**src/rtl/ksm_ram.sv**
```systemverilog
// generic single-port-write, one-read ram with registered read
// no dependencies
module ksm_ram #(
  parameter int Width = 8,
  parameter int Depth = 64
) (
  input  logic                     clk,
  input  logic                     we,
  input  logic [$clog2(Depth)-1:0] waddr,
  input  logic [Width-1:0]         wdata,
  input  logic [$clog2(Depth)-1:0] raddr,
  output logic [Width-1:0]         rdata
);

  logic [Width-1:0] mem [Depth];

  always_ff @(posedge clk) begin
    if (we) begin
      mem[waddr] <= wdata;
    end
    rdata <= mem[raddr];
  end

endmodule
```
**config.mk**
```make
export PLATFORM = sky130hd
export DESIGN_NAME = ksm_ram
export DESIGN_NICKNAME = d
export VERILOG_FILES = /design/src/rtl/ksm_ram.sv
export SDC_FILE = /design/constraint.sdc
export NUM_CORES = 1
export LEC_CHECK = 0
export BUFFER_PORTS_ARGS = -buffer_cell sky130_fd_sc_hd__clkbuf_2
export CORE_MARGIN = 2
export CORE_UTILIZATION = 41
export DETAILED_ROUTE_END_ITERATION = 16
export GPL_TIMING_DRIVEN = 0
export PLACE_DENSITY = 0.61
export SLEW_MARGIN = 10
export SYNTH_ARGS = -nofsm -noshare
export SYNTH_HDL_FRONTEND = slang
export SYNTH_SLANG_ARGS = --single-unit
export TNS_END_PERCENT = 20
```
**constraint.sdc**
```tcl
create_clock -name clk -period 5.4 [get_ports clk]
set_clock_uncertainty 0.15 [all_clocks]
set_input_delay 0.54 -clock clk [delete_from_list [all_inputs] [get_ports clk]]
set_output_delay 0.54 -clock clk [all_outputs]
set_load 0.1 [all_outputs]
```
## Yosys cells after proc, flatten, opt, wreduce, memory -nomap -nowiden

Memories as Yosys holds them, arrays and structs flattened. A register that Yosys moved wholly into a read port is not among the register bits.
Cells that the tools add are included.
Widths: inputs -> output; s select.

| operators by class | value |
|---|---|
| muxes and demuxes | 2 |

Operators by type and width:

| operator | count |
|---|---|
| $mux 1 | 2 |

| word-level totals | value |
|---|---|
| memories kept | 1 |
| bits in registers | 0 |
| memory bits (writable) | 512 |
| output and inout bits | 8 |
| input port bits | 22 |
| word-level logic and storage cells | 3 |

Memory list:

| name | depth | width | rd ports | clocked after Yosys merged registers in | wr ports | line | RTL |
|---|---|---|---|---|---|---|---|
| mem | 64 | 8 | 1 | 1 | 1 | 15 | `logic [Width-1:0] mem [Depth];` |

## Longest topological paths before layout

Gate-level depths: netlist (run 1).

| depth | value |
|---|---|
| word-level depth | 2 |
| gate-level depth with buffers | 9 |

## Least setup slack after synthesis (run 1)

Ideal clock, no wire load.

| timing | value |
|---|---|
| path kind | input port to flip-flop |
| start point | input raddr[1] |
| end point | register rdata[3], read port of mem |
| path slack | 3,042 ps |
| data arrival time | 2,080 ps |
| buffers on the path | 3 |
| cell stages on the path | 7 |
| required time | 5,122 ps |
| path through | buf_4 -> buf_2 -> buf_2 -> mux4_2 -> mux4_2 -> o21ai_1 -> o41ai_1 |

RTL lines:

| element | line | RTL |
|---|---|---|
| start, declared | 11 | `input logic [$clog2(Depth)-1:0] raddr,` |
| end, declared | 12 | `output logic [Width-1:0] rdata` |

==> impl_metrics.yaml, run 1 <==
global_routing:
  grt_max_degree: 65
  grt_first_pass_wirelength_um: 69000
  antenna_found_initial: 2
  gr-total-overflow: 0
  track_usage: 0.194
  grt_pass1_vias: 9866
cells_and_area:
  final_nets: 1035
  area_growth_pct: 12.5
  drive_above_1_share: 0.249
  fin_util: 0.466
  final_cell_count_no_fill: 1717
  antennaDiodeCount: 0
  fill_cells: 4023
placed_design:
  numPortBuffers: 21
  gp_routability_congestion: 0.892
  numPlacedInstances: 1625
  place_hpwl_um: 30300
logic_synthesis:
  yosys.area_share.simple: 0.0339
  synth_area_um2: 20200
  synth_nets: 962
  synth-compound-area-share: 0.0207
  synth_fa_ha_area_frac: 0
  synth_top_flop_cell: "edfxtp_1"
  syn_avg_cell_area_um2: 21.5
  synthCells: 940
  synth.distinct_cells: 40
  synthArstFlopShare: 0
  synth_edf_count: 512
  synth-seq-cells: 520
  muxShareOfSynthArea: 0.159
  synth-seq-area-share: 0.770
  synth_top_family_by_area: "multiplexers"
  synth_warnings: 0
  synth_xor_area_frac: 0
die:
  rows: 81
  coreArea_um2: 48700
  dieArea_um2: 51000
  io_pins: 30
  start_util: 0.414
  die_y_um: 226
  chipWidth_um: 226
timing:
  relSlewSlack: 0.184
  fin_crit_ps: 3030
  setup_violations: 0
  worstMarginPinSlew_ps: 1220
  fmax_mhz: 330
  whs_ps: 267
  finalCritPeriodShare: 0.562
  drv_slew: 0
  hold_violations: 0
  rsz0062_at_grt: "no"
  final.setup.tns_ps: 0
drt:
  routed_wl_um: 48100
  routedWlPerCell_um: 28.0
  drtIter0Drc: 1271
  dr.pass1.iters: 5
  drc: 0
  vias: 9695
  antenna_left: 0
  viasPerCell: 5.65
clock_tree:
  cts.path.max_buffers: 3
  cts_setup_buffers: 0
  worstSkewPairLatency_ps: 590
  cts_hold_buffers: 0
  root_buffer: "clkbuf_16"
  cts.sinks: 520
  clk_pin_slew_ps: 60
  cts_tree: "done"
  htree_levels: 2
  post_cts_resize_count: 0
  numCtsBuffers: 50
pwr:
  power.total_uw: 8360
  p_clk_frac: 0.405
  leakagePower_uw: 0.00699
  p_int_uw: 6560
  ir_drop_v: 0.000195
  netSwitchingFraction: 0.215
  power_density_nw_per_um2: 368
  p_switching_uw: 1800
  pwr-share-seq: 0.536
  p_comb_frac: 0.060
setup_path:
  cp_cell_sequence: "buf_2, buf_4, clkbuf_1, buf_2, o221ai_1, o21a_1, o41ai_1"
  cp.arrival_ps: 3290
  cp_top_family: "buffers and inverters"
  reg2reg_slack_ps: 3030
  crit_path_top_delay_cell: "clkbuf_1"
  crit_path_end_kind: "flip-flop"
  cp_common_cell: "buf_2"
  cp_data_required_time_ps: 5660
  worstSetupStartpointType: "primary input"
  worstPathMaxFanout: 10
  worstPathBufferInverterCount: 4
  slowest_delay_ps: 670
  crit_type: "in -> reg"
flow_run:
  max-cap-violations: 0
min_path:
  min_path_type: "in -> reg"
run_status:
  outcome: "completed"
[cells in the mapped netlist, types with 8 or more instances]
library cell	count	area [um^2]
buf_2	11	55.1
buf_4	13	97.6
clkbuf_1	17	63.8
dfxtp_1	8	160
edfxtp_1	512	15400
mux2_2	13	146
mux2i_1	23	230
mux4_2	126	2840
nand2_1	19	71.3
nand3_1	13	65.1
nor2_1	83	312
nor2b_1	14	87.6
o221ai_1	8	70.1
o22ai_1	8	50.1
[through the flow]
stage,worst slack [ps],area [um^2]
2_1_floorplan,3040,20200
3_3_place_gp,1840,21100
3_5_place_dp,1810,21100
4_1_cts,2410,22700
5_1_grt,2350,22700
6_report,2370,22700
[cell type report]
class / count / area, um^2 / share of cell area
flip-flops and latches: 520 / 15500 / 0.685
multi-input cells: 369 / 4330 / 0.191
clock buffers: 72 / 1400 / 0.0615
well taps: 664 / 831 / 0.0366
plain buffers: 51 / 317 / 0.0139
clock inverters: 20 / 170 / 0.00750
repair buffers: 21 / 120 / 0.00529
[path summary, 6_finish.rpt]
kind | from | cells after the start | endpoint
min reg2reg | mem[3][7]$_DFFE_PP_ | 4 | rdata[7]$_DFF_P_
max reg2reg | mem[29][4]$_DFFE_PP_ | 5 | rdata[4]$_DFF_P_
min | raddr[5] | 2 | rdata[5]$_DFF_P_
max | raddr[2] | 7 | rdata[3]$_DFF_P_
[routing by layer]
layer	up-vias	wire length, um	GRT usage
met5	-	23	0
met4	4	1520	0.0696
met3	79	3720	0.0420
met2	407	22900	0.307
met1	5127	20000	0.268
li1	4078	-	-
[power by group through the flow]
stage                     clock (uW)  combinational (uW)  sequential, uW
after floorplan                    0                 238            4620
after global placement             0                 493            4560
after detailed placement           0                 500            4560
after CTS                       3430                 501            4480
after global routing            3570                 524            4480
final                           3380                 500            4480
[layout by cell type (no fill, tap or decap), types with 3 or more instances in the layout]
master	count
buf_6	4
mux4_2	126
buf_2	13
clkbuf_1	34
clkbuf_2	13
bufinv_16	3
nor3_1	5
a22oi_1	3
a211oi_1	4
nor2b_1	14
a221oi_1	6
nor2_1	83
nand2b_1	7
a21oi_1	3
nand3_1	13
edfxtp_1	512
nand3b_1	3
mux2i_1	23
o221ai_1	8
mux2_2	13
buf_1	4
o2bb2ai_1	3
nand2_1	19
clkbuf_16	51
clkinv_1	7
clkinv_2	9
o2111ai_1	3
o22ai_1	8
clkbuf_8	4
dfxtp_1	8
buf_4	17
[logic make-up after synthesis]
logic type / count (synthesis)
flops: 520
simple gates: 153
mux: 162
compound gates: 54
buf+inv: 51
[sequential cells by signal, indices dropped and copies added, names as in the netlist]
signal and count:
rdata 8, mem 512
(Power assumes the default switching activity.)
==> run 2: changes to the inputs <==
--- a/config.mk
+++ b/config.mk
@@ -5,12 +5,13 @@
 export SDC_FILE = /design/constraint.sdc
 export NUM_CORES = 1
 export LEC_CHECK = 0
+export ABC_AREA = 1
 export BUFFER_PORTS_ARGS = -buffer_cell sky130_fd_sc_hd__clkbuf_2
 export CORE_MARGIN = 2
 export CORE_UTILIZATION = 41
 export DETAILED_ROUTE_END_ITERATION = 16
 export GPL_TIMING_DRIVEN = 0
-export PLACE_DENSITY = 0.61
+export PLACE_DENSITY = 0.63
 export SLEW_MARGIN = 10
 export SYNTH_ARGS = -nofsm -noshare
 export SYNTH_HDL_FRONTEND = slang
==> constraint.sdc (replaced) <==
create_clock -name clk -period 2.65 [get_ports clk]
set_clock_uncertainty 0.15 [all_clocks]
set_input_delay 0.265 -clock clk [delete_from_list [all_inputs] [get_ports clk]]
set_output_delay 0.265 -clock clk [all_outputs]
set_load 0.1 [all_outputs]
==> run 2 against run 1 <==
Clock-buffer cell count is 3 lower. Critical endpoint is now mem[18][4]$_DFFE_PP_. Final cell count up 53%. Sequential power up 100%.
==> impl_metrics.yaml, run 2 <==
drt:
  dr.pass1.iters: 5
  drc: 0
  drtIter0Drc: 1782
  antenna_left: 0
  routed_wl_um: 62800
  routedWlPerCell_um: 24.0
  viasPerCell: 5.47
  vias: 14300
global_routing:
  track_usage: 0.236
  grt_first_pass_wirelength_um: 91300
  met2_usage: 0.376
  grt-busiest-layer: "met2"
  met1_usage: 0.320
  antenna_found_initial: 0
  grt_pass1_vias: 13800
  use_met3: 0.0387
  gr-total-overflow: 0
  grt_max_degree: 65
die:
  start_util: 0.415
  die_y_um: 232
  chipWidth_um: 232
  rows: 83
  coreArea_um2: 51400
  dieArea_um2: 53900
  io_pins: 30
clock_tree:
  root_buffer: "clkbuf_16"
  cts.sinks: 520
  worstSkewPairLatency_ps: 600
  htree_levels: 2
  cts_hold_buffers: 2
  cts.path.max_buffers: 3
  cts_tree: "done"
  post_cts_resize_count: 0
  numCtsBuffers: 53
  clk_pin_slew_ps: 60
  cts_setup_buffers: 0
setup_path:
  slowest_delay_ps: 1000
  cp_cell_sequence: "clkbuf_1, inv_1, nand4_1, nor2_1"
  crit_path_top_delay_cell: "nor2_1"
  crit_path_end_kind: "flip-flop"
  cp.arrival_ps: 2440
  worstPathMaxFanout: 9
  cp_data_required_time_ps: 2710
  reg2reg_slack_ps: 1030
  worstSetupStartpointType: "primary input"
  crit_type: "in -> reg"
cells_and_area:
  fin_util: 0.474
  reg_top3: "mem: 512 flops, rdata: 8 flops"
  final_nets: 1920
  mostFrequentLayoutCell: "nand2_1"
  top_register: "mem"
  final_cell_mix: "nand2_1, edfxtp_1, nand3_1"
  final_area_um2: 24400
  area_growth_pct: 14.1
  drive_above_1_share: 0.109
  antennaDiodeCount: 0
  largest_reg_flops: 512
logic_synthesis:
  synthArstFlopShare: 0
  muxShareOfSynthArea: 0
  synth_edf_count: 512
  synth.distinct_cells: 16
  synth_most_common_cell: "nand2_1"
  yosys-top-cells-count: "nand2_1, edfxtp_1, nand3_1"
  synth-compound-area-share: 0
  synth_top_family_by_area: "simple AND/OR/NAND/NOR gates"
  syn_avg_cell_area_um2: 11.8
  synth_warnings: 0
  synth_nets: 1827
  yosys.area_share.simple: 0.232
  synth_top_flop_cell: "edfxtp_1"
  synth-seq-cells: 520
  yosysTopAreaCellShare: 0.720
  synth-seq-area-share: 0.728
  netlist_top_cells_area: "edfxtp_1, nand2_1, nand3_1"
  synthCells: 1805
  yosys.area.top_type: "edfxtp_1"
  synth_area_um2: 21300
  synth_xor_area_frac: 0
  synth_fa_ha_area_frac: 0
min_path:
  min_path_type: "in -> reg"
pwr:
  pwr-share-seq: 0.504
  p_clk_frac: 0.420
  p_switching_uw: 4190
  leakagePower_uw: 0.00879
  ir_drop_v: 0.000517
  p_int_uw: 13900
  p_comb_frac: 0.075
  netSwitchingFraction: 0.232
  power_density_nw_per_um2: 742
timing:
  fmax_mhz: 419
  drv_slew: 0
  rsz0062_at_grt: "no"
  hold_violations: 0
  worstMarginPinSlew_ps: 1220
  fin_crit_ps: 2390
  setup_violations: 0
  finalCritPeriodShare: 0.901
  relSlewSlack: 0.184
placed_design:
  numPortBuffers: 21
  place_hpwl_um: 43000
  gp_routability_congestion: 0.922
  place_area_um2: 22600
run_status:
  outcome: "completed"
flow_run:
  max-cap-violations: 0
## run 2: metal layers
layer	wire [um]	vias up
li1	-	6540
met1	26200	7075
met2	29500	604
met3	4530	120
met4	2580	0
met5	0	-
## run 2: cells by family after synthesis
group	count (synthesis)
and+or+nand+nor	1160
DFF	520
buffers and inverters	125
## run 2: worst paths after layout
check | startpoint | to | depth (start not counted)
worst max-delay path | waddr[0] | mem[18][4]$_DFFE_PP_ | 4
worst min-delay path | wdata[6] | mem[33][6]$_DFFE_PP_ | 1
worst max register to register | mem[31][4]$_DFFE_PP_ | rdata[4]$_DFF_P_ | 8
worst min register to register | mem[8][5]$_DFFE_PP_ | rdata[5]$_DFF_P_ | 8
## run 2: critical path, delay by kind of cell
family,cells,cell delay [ps]
buffers and inverters,2,540
and+or+nand+nor,2,1630
## run 2: through the flow
stage	power [uW]	hold slack [ps]	instances	setup WS, ps	setup TNS (ps)
6_report	18100	50.7	2620	263	0
5_1_grt	18500	43.3	2620	240	0
4_1_cts	18100	33.0	2620	389	0
3_5_place_dp	10600	561	2521	-242	-23640
3_3_place_gp	10600	658	2506	-518	-18480
2_1_floorplan	10000	214	1805	469	0
## run 2: area by class of cell
cell class                 count  area (um^2)
fill                        4629        27100
sequential                   520        15500
multi-input combinational   1160         5000
clock buffer                  69         1420
tap                          680          851
buffer                       113          808
timing repair buffer          38          368
clock inverter                28          327
inverter                      12         50.0
## run 2: power by group through the flow
stage          sequential (uW)  combinational (uW)  clock [uW]
2_1_floorplan             9410                 640           0
4_1_cts                   9120                1350        7670
5_1_grt                   9120                1460        7960
3_5_place_dp              9290                1350           0
6_report                  9120                1360        7600
3_3_place_gp              9300                1290           0
