--- src/rtl/ksm_pkg.sv ---
// package for the keyed slot map: operation, status and state codes, sizes, cell control struct
// no dependencies
package ksm_pkg;

  localparam int SlotsDefault   = 64;
  localparam int KeyBitsDefault = 32;

  localparam int OpW     = 3;
  localparam int StatusW = 3;

  typedef enum logic [OpW-1:0] {
    OP_LOOKUP   = 3'd0,
    OP_INSERT   = 3'd1,
    OP_MOVE     = 3'd2,
    OP_ERASE    = 3'd3,
    OP_CLEAR    = 3'd4,
    OP_PREALLOC = 3'd5
  } op_t;

  typedef enum logic [StatusW-1:0] {
    ST_OK        = 3'd0,
    ST_NOT_FOUND = 3'd1,
    ST_EXISTS    = 3'd2,
    ST_NO_FREE   = 3'd3,
    ST_NO_MEMORY = 3'd4
  } status_t;

  typedef enum logic [2:0] {
    S_IDLE,
    S_SEARCH,
    S_CLEAR,
    S_PREALLOC,
    S_DONE
  } state_t;

  // broadcast control into every cell
  typedef struct packed {
    logic write_key;   // load key into the addressed cell
    logic set_used;    // mark addressed cell used
    logic clr_used;    // mark addressed cell free
  } cell_ctl_t;

endpackage

--- src/rtl/ksm_cell.sv ---
// one map cell: holds a key and a used flag, compares against two search keys
// and passes the running minimum-key candidate on to its neighbor
// depends on ksm_pkg
module ksm_cell #(
  parameter int KeyBits = ksm_pkg::KeyBitsDefault,
  parameter int IdxW    = 6,
  parameter int Index   = 0
) (
  input  logic                clk,
  input  logic                rst,
  input  ksm_pkg::cell_ctl_t  ctl,
  input  logic [IdxW-1:0]     addr,
  input  logic [KeyBits-1:0]  wr_key,
  input  logic [KeyBits-1:0]  key_a,
  input  logic [KeyBits-1:0]  key_b,
  // minimum chain from the lower neighbor
  input  logic                min_in_valid,
  input  logic [KeyBits-1:0]  min_in_key,
  input  logic [IdxW-1:0]     min_in_idx,
  output logic                min_out_valid,
  output logic [KeyBits-1:0]  min_out_key,
  output logic [IdxW-1:0]     min_out_idx,
  output logic                hit_a,
  output logic                hit_b
);

  logic               used;
  logic [KeyBits-1:0] key;
  logic               sel;

  always_ff @(posedge clk) begin
    if (rst) begin
      used <= 1'b0;
    end else if (addr == IdxW'(Index)) begin
      if (ctl.set_used) begin
        used <= 1'b1;
      end else if (ctl.clr_used) begin
        used <= 1'b0;
      end
    end
  end

  always_ff @(posedge clk) begin
    if (ctl.write_key && addr == IdxW'(Index)) begin
      key <= wr_key;
    end
  end

  assign hit_a = used && (key == key_a);
  assign hit_b = used && (key == key_b);

  // strict less keeps the lowest index on equal keys (keys are unique anyway)
  assign sel = used && (!min_in_valid || key < min_in_key);

  // chain registered in each cell to keep the path to one compare per cell
  always_ff @(posedge clk) begin
    if (rst) begin
      min_out_valid <= 1'b0;
    end else begin
      min_out_valid <= min_in_valid || used;
    end
  end

  always_ff @(posedge clk) begin
    min_out_key <= sel ? key : min_in_key;
    min_out_idx <= sel ? IdxW'(Index) : min_in_idx;
  end

endmodule

--- config.mk ---
export PLATFORM = sky130hd
export DESIGN_NAME = ksm_cell
export DESIGN_NICKNAME = d
export VERILOG_FILES = /design/src/rtl/ksm_pkg.sv /design/src/rtl/ksm_cell.sv
export SDC_FILE = /design/constraint.sdc
export NUM_CORES = 1
export LEC_CHECK = 0
export ABC_AREA = 1
export BUFFER_PORTS_ARGS = -buffer_cell sky130_fd_sc_hd__buf_2
export CORE_AREA = 2 2 112 114
export CTS_BUF_LIST = sky130_fd_sc_hd__clkbuf_2 sky130_fd_sc_hd__clkbuf_4 sky130_fd_sc_hd__clkbuf_8
export DETAILED_ROUTE_END_ITERATION = 12
export DIE_AREA = 0 0 114 116
export HOLD_SLACK_MARGIN = 0.1
export PLACE_DENSITY = 0.63
export SYNTH_ARGS = -nofsm -noshare
export SYNTH_HDL_FRONTEND = slang
export SYNTH_SLANG_ARGS = --single-unit
--- constraint.sdc ---
create_clock -name clk -period 4.5 [get_ports clk]
set_clock_uncertainty 0.1 [all_clocks]
set_input_delay 0.45 -clock clk [delete_from_list [all_inputs] [get_ports clk]]
set_output_delay 0.45 -clock clk [all_outputs]
set_load 0.05 [all_outputs]
---- After elaboration in Yosys (flattened, before gate mapping) ----
Index checks and enable logic that the tools add are counted.
word-level totals
  bits in registers ....................... 72
  input port bits ......................... 146
operators by class
  order comparisons ....................... 1
  equal/unequal tests ..................... 2
  muxes and demuxes ....................... 3
  reduce and logical (&&, ||, !) cells .... 10
operators by type and width
  cell                  number
  32-bit equality test  2
  32-bit < comparator   1
  32-bit 2-to-1 mux     1
  6-bit logical NOT     1
  1-bit logical AND     4
  1-bit logical OR      2
  1-bit 2-to-1 mux      2
  2-bit AND reduction   1
  2-bit nonzero test    1
  1-bit logical NOT     1

---- Longest topological paths before layout ----
Gate-level depths: netlist of run 1.
  depth in word-level cells ............... 4
  gate-level depth with buffers ........... 17
  depth with buffers taken out ............ 16

---- Worst setup path after synthesis of run 1 ----
Ideal clock, no wire load.
  path type ............................... reg2out
  start point ............................. register key[30]
  end point ............................... output port hit_b
  data arrival time ....................... 1.785 ns
  required time ........................... 3.950 ns
  path slack .............................. 2.165 ns
  cell stages (with the launch flop) ...... 5
  path buffers ............................ 0
  cells stage by stage .................... edfxtp_1 > or2_2 > a221oi_1 > nand3_1 > nor2_1
between the ends
  cells in the longest elaborated chain, start to end .. 2
ends and longest elaborated chain
  what                    RTL line        RTL
  start, declared         ksm_cell.sv:28  logic [KeyBits-1:0] key;
  start signal, assigned  ksm_cell.sv:45  key <= wr_key;
  32-bit equality test    ksm_cell.sv:50  assign hit_b = used && (key == key_b);
  1-bit logical AND       ksm_cell.sv:50
  end, declared           ksm_cell.sv:24  output logic hit_b
No other way between the ends.

---- Final worst setup path of run 1 ----
  start point ............................. register key[7]
  end point ............................... register min_out_key[22]
between the ends
  cells in the longest elaborated chain, start to end .. 4
ends and longest elaborated chain
  what                  RTL line        RTL
  32-bit < comparator   ksm_cell.sv:53  assign sel = used && (!min_in_valid || key < min_in_key);
  1-bit logical OR      ksm_cell.sv:53
  1-bit logical AND     ksm_cell.sv:53
  32-bit 2-to-1 mux     ksm_cell.sv:65  min_out_key <= sel ? key : min_in_key;
  end signal, assigned  ksm_cell.sv:65
  end, declared         ksm_cell.sv:21  output logic [KeyBits-1:0] min_out_key,
No other way between the ends.
A chain may end at the register's enable or synchronous reset.

==> results.ini, run 1 <==
[status]
status = complete, no violations

[clocking]
hold_buffers = 0
cts_sinks = 72
cts_inserted_buffers = 9
cts-root-buf = clkbuf_8
cts_tree = built
path_clk_slew_ps = 70
clk_latency_ps = 370
post_cts_resized = 0
clockBufferDepth = 2
post_cts_buffers = 0
htreeDepth = 3

[power]
power_density_nw_per_um2 = 290
p_leak_nw = 2.74
vdd_ir_drop_max_mv = 0.160

[worst_setup_path]
critPathLaunchType = flip-flop
path_max_fanout = 39
cp_common_cell = nand2_1
critPathKind = flip-flop to flip-flop
crit_buf_inv = 0
critPathCaptureType = flip-flop
worstPathCellList = ha_1 > nand2_1 > nor2_1 > nor3_1 > nand2_1 > nand2_1 > nand2_1 > nand2_1 > nand2_2 > nand2_4 > nand2_4 > nand2_1 > nand2_1
max_stage_delay_ps = 530
cp_slowest_cell = edfxtp_1
critical_path.top_delay_family = simple AND/OR/NAND/NOR gates
required_ps = 4660
worstPathArrival_ps = 2960

[detailed_routing]
ant_nets = 0
routed_wirelength_mm = 13.1
m1WireLength_mm = 5.23
dr_wl_met2_mm = 6.42
routed.top_layer = met5
drt_pass1_iterations = 4
drc = 0
wl_met3_mm = 1.16
drt_iter0_markers = 207
route.vias.total = 3966
wl_per_cell_um = 16.0
viasPerCell = 4.84

[yosys]
yosysTopAreaCell = edfxtp_1
syn_inst = 478
syn_area_um2 = 4100
seq_area_frac_synth_pct = 43.0
ys_types = 36
synthTopCellsByArea = edfxtp_1 23%, dfxtp_1 20%, nand2_1 11%
syn_nets = 655
avgSynthCellArea_um2 = 8.57
yosysTopAreaCellShare_pct = 23.5
ys_ff_latch = 72
ys_warn_count = 0

[timing]
fin_setup_tns_ps = 0
grt_setup_unrepaired = no
setup_violations = 0
slew_headroom_pct = 64.2
fin_crit_sh_pct = 62.2
final_max_slew_viol_count = 0
hold_ws_ps = 145
tightestPinTransition_ps = 537
finalCriticalPeriod_ps = 2800
hold_violations = 0
timing.fmax_mhz = 357

[job]
maxCapViolCount = 0

[floorplan]
fp.dieW_um = 114
die_h_um = 116
start_util_pct = 34.4
core_um2 = 11900
num_rows = 40
num_io_pins = 187
dieArea_um2 = 13200

[grt]
grt_pass1_wl_mm = 19.7
overflow = 0
grt_antenna_before_repair = 4
grt_max_degree = 40
grt_pass1_vias = 3878
grt_usage_pct = 20.1

[placement]
port_buffers = 186
place_inst = 801
gp_congestion = 0.882
hpwl_mm = 10.7
placement.cell_area_um2 = 5130

[layout]
nNetsFinal = 842
final_cell_mix = 186 x buf_2, 124 x nand2_1, 64 x inv_1
instances_no_fill = 819
layout-drive-gt1-share_pct = 35.3
syn_to_final_growth_pct = 30.9
design_area_um2 = 5370
final.fill_count = 1216
mostFrequentLayoutCell = buf_2
postLayoutCoreUtil_pct = 45.0

[hold_path]
hp-class = input pin to flip-flop

-- registers in the layout, summed over array words and instances, names as in the netlist --
name           cells
min_out_key       32
used               1
min_out_valid      1
min_out_idx        6
key               32
-- per-stage QoR --
step                total power [mW]  setup WS (ps)
global route                    1.62           1470
CTS                             1.58           1660
global placement               0.984           1680
detailed placement             0.990           1600
floorplan                      0.880           2160
finish                          1.56           1700
-- final timing paths --
check | start | endpoint | slack, ps | depth (start not counted)
worst min-delay path | rst | used | 140 | 2
worst min register to register | used | min_out_key[16] | 440 | 2
worst max-delay path | key[7] | min_out_key[22] | 1700 | 13
worst max register to register | key[7] | min_out_key[22] | 1700 | 13
-- per-layer routing --
layer  vias up  global-route usage (%)
met5         -                       0
met3        22                    7.27
met1      1812                    22.8
met4         2                    7.07
li1       1978                       -
met2       152                    34.9
-- layout make-up --
type | count | area, µm² | area share [%]
multi-input combinational | 329 | 2000 | 37.2
sequential | 72 | 1760 | 32.9
timing repair buffer | 188 | 946 | 17.6
inverter | 65 | 244 | 4.55
tap | 147 | 184 | 3.43
clock buffer | 12 | 159 | 2.96
clock inverter | 3 | 65.1 | 1.21
antenna | 3 | 7.51 | 0.140
-- Yosys cell counts --
master    count
nor3_1        3
nor4_1        4
nor2_1       27
nand3b_1      1
buf_6         1
ha_1         31
and2_1        1
dfxtp_1      40
a211oi_1      4
inv_2         1
a21oi_1      15
buf_2         5
nand2_2       1
xor2_1        8
xnor2_1       9
a22o_1        6
nor4b_1       1
a21boi_0      6
buf_4         1
buf_12        2
nand2_1     124
nand2_4       2
inv_1        64
clkbuf_1      2
o22ai_1      11
nand3_1      18
nand4_1       3
a221oi_1      9
nand3_2      20
o21ai_0      14
edfxtp_1     32
buf_1         1
o221ai_1      1
and3_1        1
o211ai_1      1
or2_2         8
-- cells by family (layout without fill, tap and decap cells) --
family                     Yosys count  in the layout  share of synthesized area, %
and+or+nand+nor                    214            214                          25.0
buffers and inverters               77            268                          8.27
DFF                                 72             72                          43.0
AOI/OAI and AO/OA                   67             67                          10.7
adders and majority gates           31             31                          9.47
xor gates and xnor gates            17             17                          3.63
other                                0              3                             0
-- where the power goes --
part / internal, mW / total, mW / switching (mW)
sequential: 0.703 / 0.712 / 0.00842
clock: 0.345 / 0.583 / 0.238
combinational: 0.0988 / 0.263 / 0.164
-- worst register-to-register path, stage by stage (launching register included) --
cell	delay [ps]
edfxtp_1	530
ha_1	350
nand2_1	90
nor2_1	50
nor3_1	140
nand2_1	100
nand2_1	80
nand2_1	100
nand2_1	90
nand2_2	60
nand2_4	410
nand2_4	380
nand2_1	170
nand2_1	50
Note: power is estimated with default switching activity, not from simulation.
==> run 2: changes to the inputs <==
==> constraint.sdc (replaced) <==
create_clock -name clk -period 2.7 [get_ports clk]
set_clock_uncertainty 0.1 [all_clocks]
set_input_delay 0.27 -clock clk [delete_from_list [all_inputs] [get_ports clk]]
set_output_delay 0.27 -clock clk [all_outputs]
set_load 0.05 [all_outputs]
==> run 2 against run 1 <==
Against the previous run: sequential cell count unchanged; combinational power is 100% higher; final cell count increased by 9.4%; total power increased by 63%; sequential share of layout area is 3.8 points lower; clock power up 40%; register-to-register slack got worse by 1400 ps; count of clock-buffer cells in the layout increased by 1; highest routed layer unchanged.
==> results.ini, run 2 (synthesized netlist as in run 1, its figures left out) <==
[detailed_routing]
drt_pass1_iterations = 5  ; was 4
dr_wl_met2_mm = 6.93  ; was 6.42 mm
m1WireLength_mm = 5.79  ; was 5.23 mm
route.vias.total = 4297  ; was 3,966
wl_met3_mm = 1.03  ; was 1.16 mm
wl_per_cell_um = 15.9  ; was 16.0 µm
ant_nets = 0  ; unchanged
drt_iter0_markers = 259  ; was 207
viasPerCell = 4.80  ; was 4.84
routed.top_layer = met5  ; unchanged
drc = 0  ; unchanged
routed_wirelength_mm = 14.2  ; was 13.1 mm

[grt]
grt_pass1_vias = 4340  ; was 3,878
grt_antenna_before_repair = 5  ; was 4
overflow = 0  ; unchanged
grt_pass1_wl_mm = 21.9  ; was 19.7 mm
grt_max_degree = 33  ; was 40
grt_usage_pct = 22.0  ; was 20.1%

[timing]
hold_violations = 0  ; unchanged
fin_crit_sh_pct = 93.7
fin_ws_ps = 170  ; was 1700 ps
tightestPinTransition_ps = 475  ; was 537 ps
slew_headroom_pct = 68.3  ; was 64.2%
setup_violations = 0  ; unchanged
fin_setup_tns_ps = 0  ; unchanged
timing.fmax_mhz = 395
grt_setup_unrepaired = no  ; unchanged
finalCriticalPeriod_ps = 2530
final_max_slew_viol_count = 0  ; unchanged

[power]
pwr-share-comb_pct = 20.8  ; was 16.9%
p_leak_nw = 3.05  ; was 2.74 nW
p_seq_share_pct = 46.9  ; was 45.7%
p_sw_mw = 0.710  ; was 0.411 mW
swShare_pct = 28.1  ; was 26.4%
p_int_mw = 1.82  ; was 1.15 mW
clockPowerShare_pct = 32.3  ; was 37.4%
vdd_ir_drop_max_mv = 0.242  ; was 0.160 mV
power_density_nw_per_um2 = 417  ; was 290 nW/µm²

[clocking]
clk_latency_ps = 360  ; was 370 ps
htreeDepth = 3  ; unchanged
post_cts_resized = 0  ; unchanged
cts_tree = built  ; unchanged
cts-root-buf = clkbuf_8  ; unchanged
cts_inserted_buffers = 9  ; unchanged
cts_sinks = 72  ; unchanged
path_clk_slew_ps = 70  ; about the same
hold_buffers = 72  ; was 0
post_cts_buffers = 0  ; unchanged
clockBufferDepth = 2  ; unchanged

[worst_setup_path]
required_ps = 2330  ; was 4660 ps
max_stage_delay_ps = 500  ; was 530 ps
path_max_fanout = 6  ; was 39
critPathCaptureType = primary output  ; was flip-flop
crit_buf_inv = 1  ; was 0
worstPathArrival_ps = 2160  ; was 2960 ps
critical_path.top_delay_family = simple AND/OR/NAND/NOR gates  ; unchanged
cp_slowest_cell = edfxtp_1  ; unchanged
critPathLaunchType = flip-flop  ; unchanged
worstPathCellList = or2_2 > a221oi_1 > nand3_1 > nor2_1 > buf_2  ; was ha_1 > nand2_1 > nor2_1 > nor3_1 > nand2_1 > nand2_1 > nand2_1 > nand2_1 > nand2_2 > nand2_4 > nand2_4 > nand2_1 > nand2_1
critPathKind = flip-flop to primary output  ; was flip-flop to flip-flop

[hold_path]
hp-class = input pin to flip-flop  ; unchanged

[layout]
nNetsFinal = 917  ; was 842
top_regs = key: 32 flops, min_out_key: 32 flops, min_out_idx: 6 flops  ; unchanged
mostFrequentLayoutCell = buf_2  ; unchanged
final_cell_mix = 186 x buf_2, 124 x nand2_1, 72 x dlygate4sd3_1  ; was 186 x buf_2, 124 x nand2_1, 64 x inv_1
layout-drive-gt1-share_pct = 32.2  ; was 35.3%
design_area_um2 = 6070  ; was 5370 µm²
syn_to_final_growth_pct = 48.2  ; was 30.9%

[floorplan]
start_util_pct = 34.4  ; unchanged
fp.dieW_um = 114  ; unchanged
num_rows = 40  ; unchanged
core_um2 = 11900  ; unchanged
dieArea_um2 = 13200  ; unchanged
die_h_um = 116  ; unchanged
num_io_pins = 187  ; unchanged

[job]
maxCapViolCount = 0  ; unchanged

[placement]
port_buffers = 186  ; unchanged
placement.cell_area_um2 = 5160  ; was 5130 µm²
hpwl_mm = 10.8  ; was 10.7 mm
dp_worst_setup_slack_ps = 323  ; was 1600 ps
gp_congestion = 0.926  ; was 0.882

[status]
status = complete, no violations  ; unchanged

## run 2: metal layers
| layer | vias to the layer above | global-route usage (%) |
|---|---|---|
| met3 | 36 | 6.07 |
| met2 | 177 | 38.3 |
| met1 | 1953 | 25.6 |
| li1 | 2127 | - |
| met4 | 4 | 8.86 |
| met5 | - | 0 |
## run 2: power by group through the flow
stage	clock (mW)	combinational (mW)	sequential [mW]
after floorplan	0	0.143	1.32
after global placement	0	0.436	1.21
after detailed placement	0	0.443	1.21
after CTS	0.838	0.523	1.19
after global routing	0.884	0.574	1.19
final	0.817	0.528	1.19
## run 2: path summary, 6_finish.rpt
kind | startpoint | to | slack [ps] | depth (start not counted)
max reg2reg | key[7] | min_out_idx[0] | 300 | 12
max | key[30] | hit_b | 170 | 5
min reg2reg | key[1] | min_out_key[1] | 450 | 2
min | min_in_valid | min_out_valid | 140 | 3
## run 2: cell type report
type                    count  area, µm²
inverters                  65        244
well taps                 147        184
clock inverters             3       15.0
clock buffers              13        173
fillers                  1142       5840
flip-flops and latches     72       1760
repair buffers            263       1690
multi-input cells         329       2000
diodes                      4       10.0
## run 2: worst reg2reg max path, cell delays in order, from the launching register on
cell and delay (ps):
edfxtp_1 510, ha_1 340, nand2_1 90, nor2_1 50, nor3_1 140, nand2_1 110, nand2_1 70, nand2_1 50
nand2_1 70, nand2_2 60, nand2_4 190, buf_4 310, a21boi_0 170
## run 2: metrics by stage
step	util (%)	cells	hold WS, ps	total power [mW]
global placement	43.3	804	339	1.65
detailed placement	43.3	804	337	1.65
global route	50.9	893	140	2.65
CTS	50.9	892	126	2.55
finish	51.0	896	139	2.53
floorplan	-	478	239	1.47
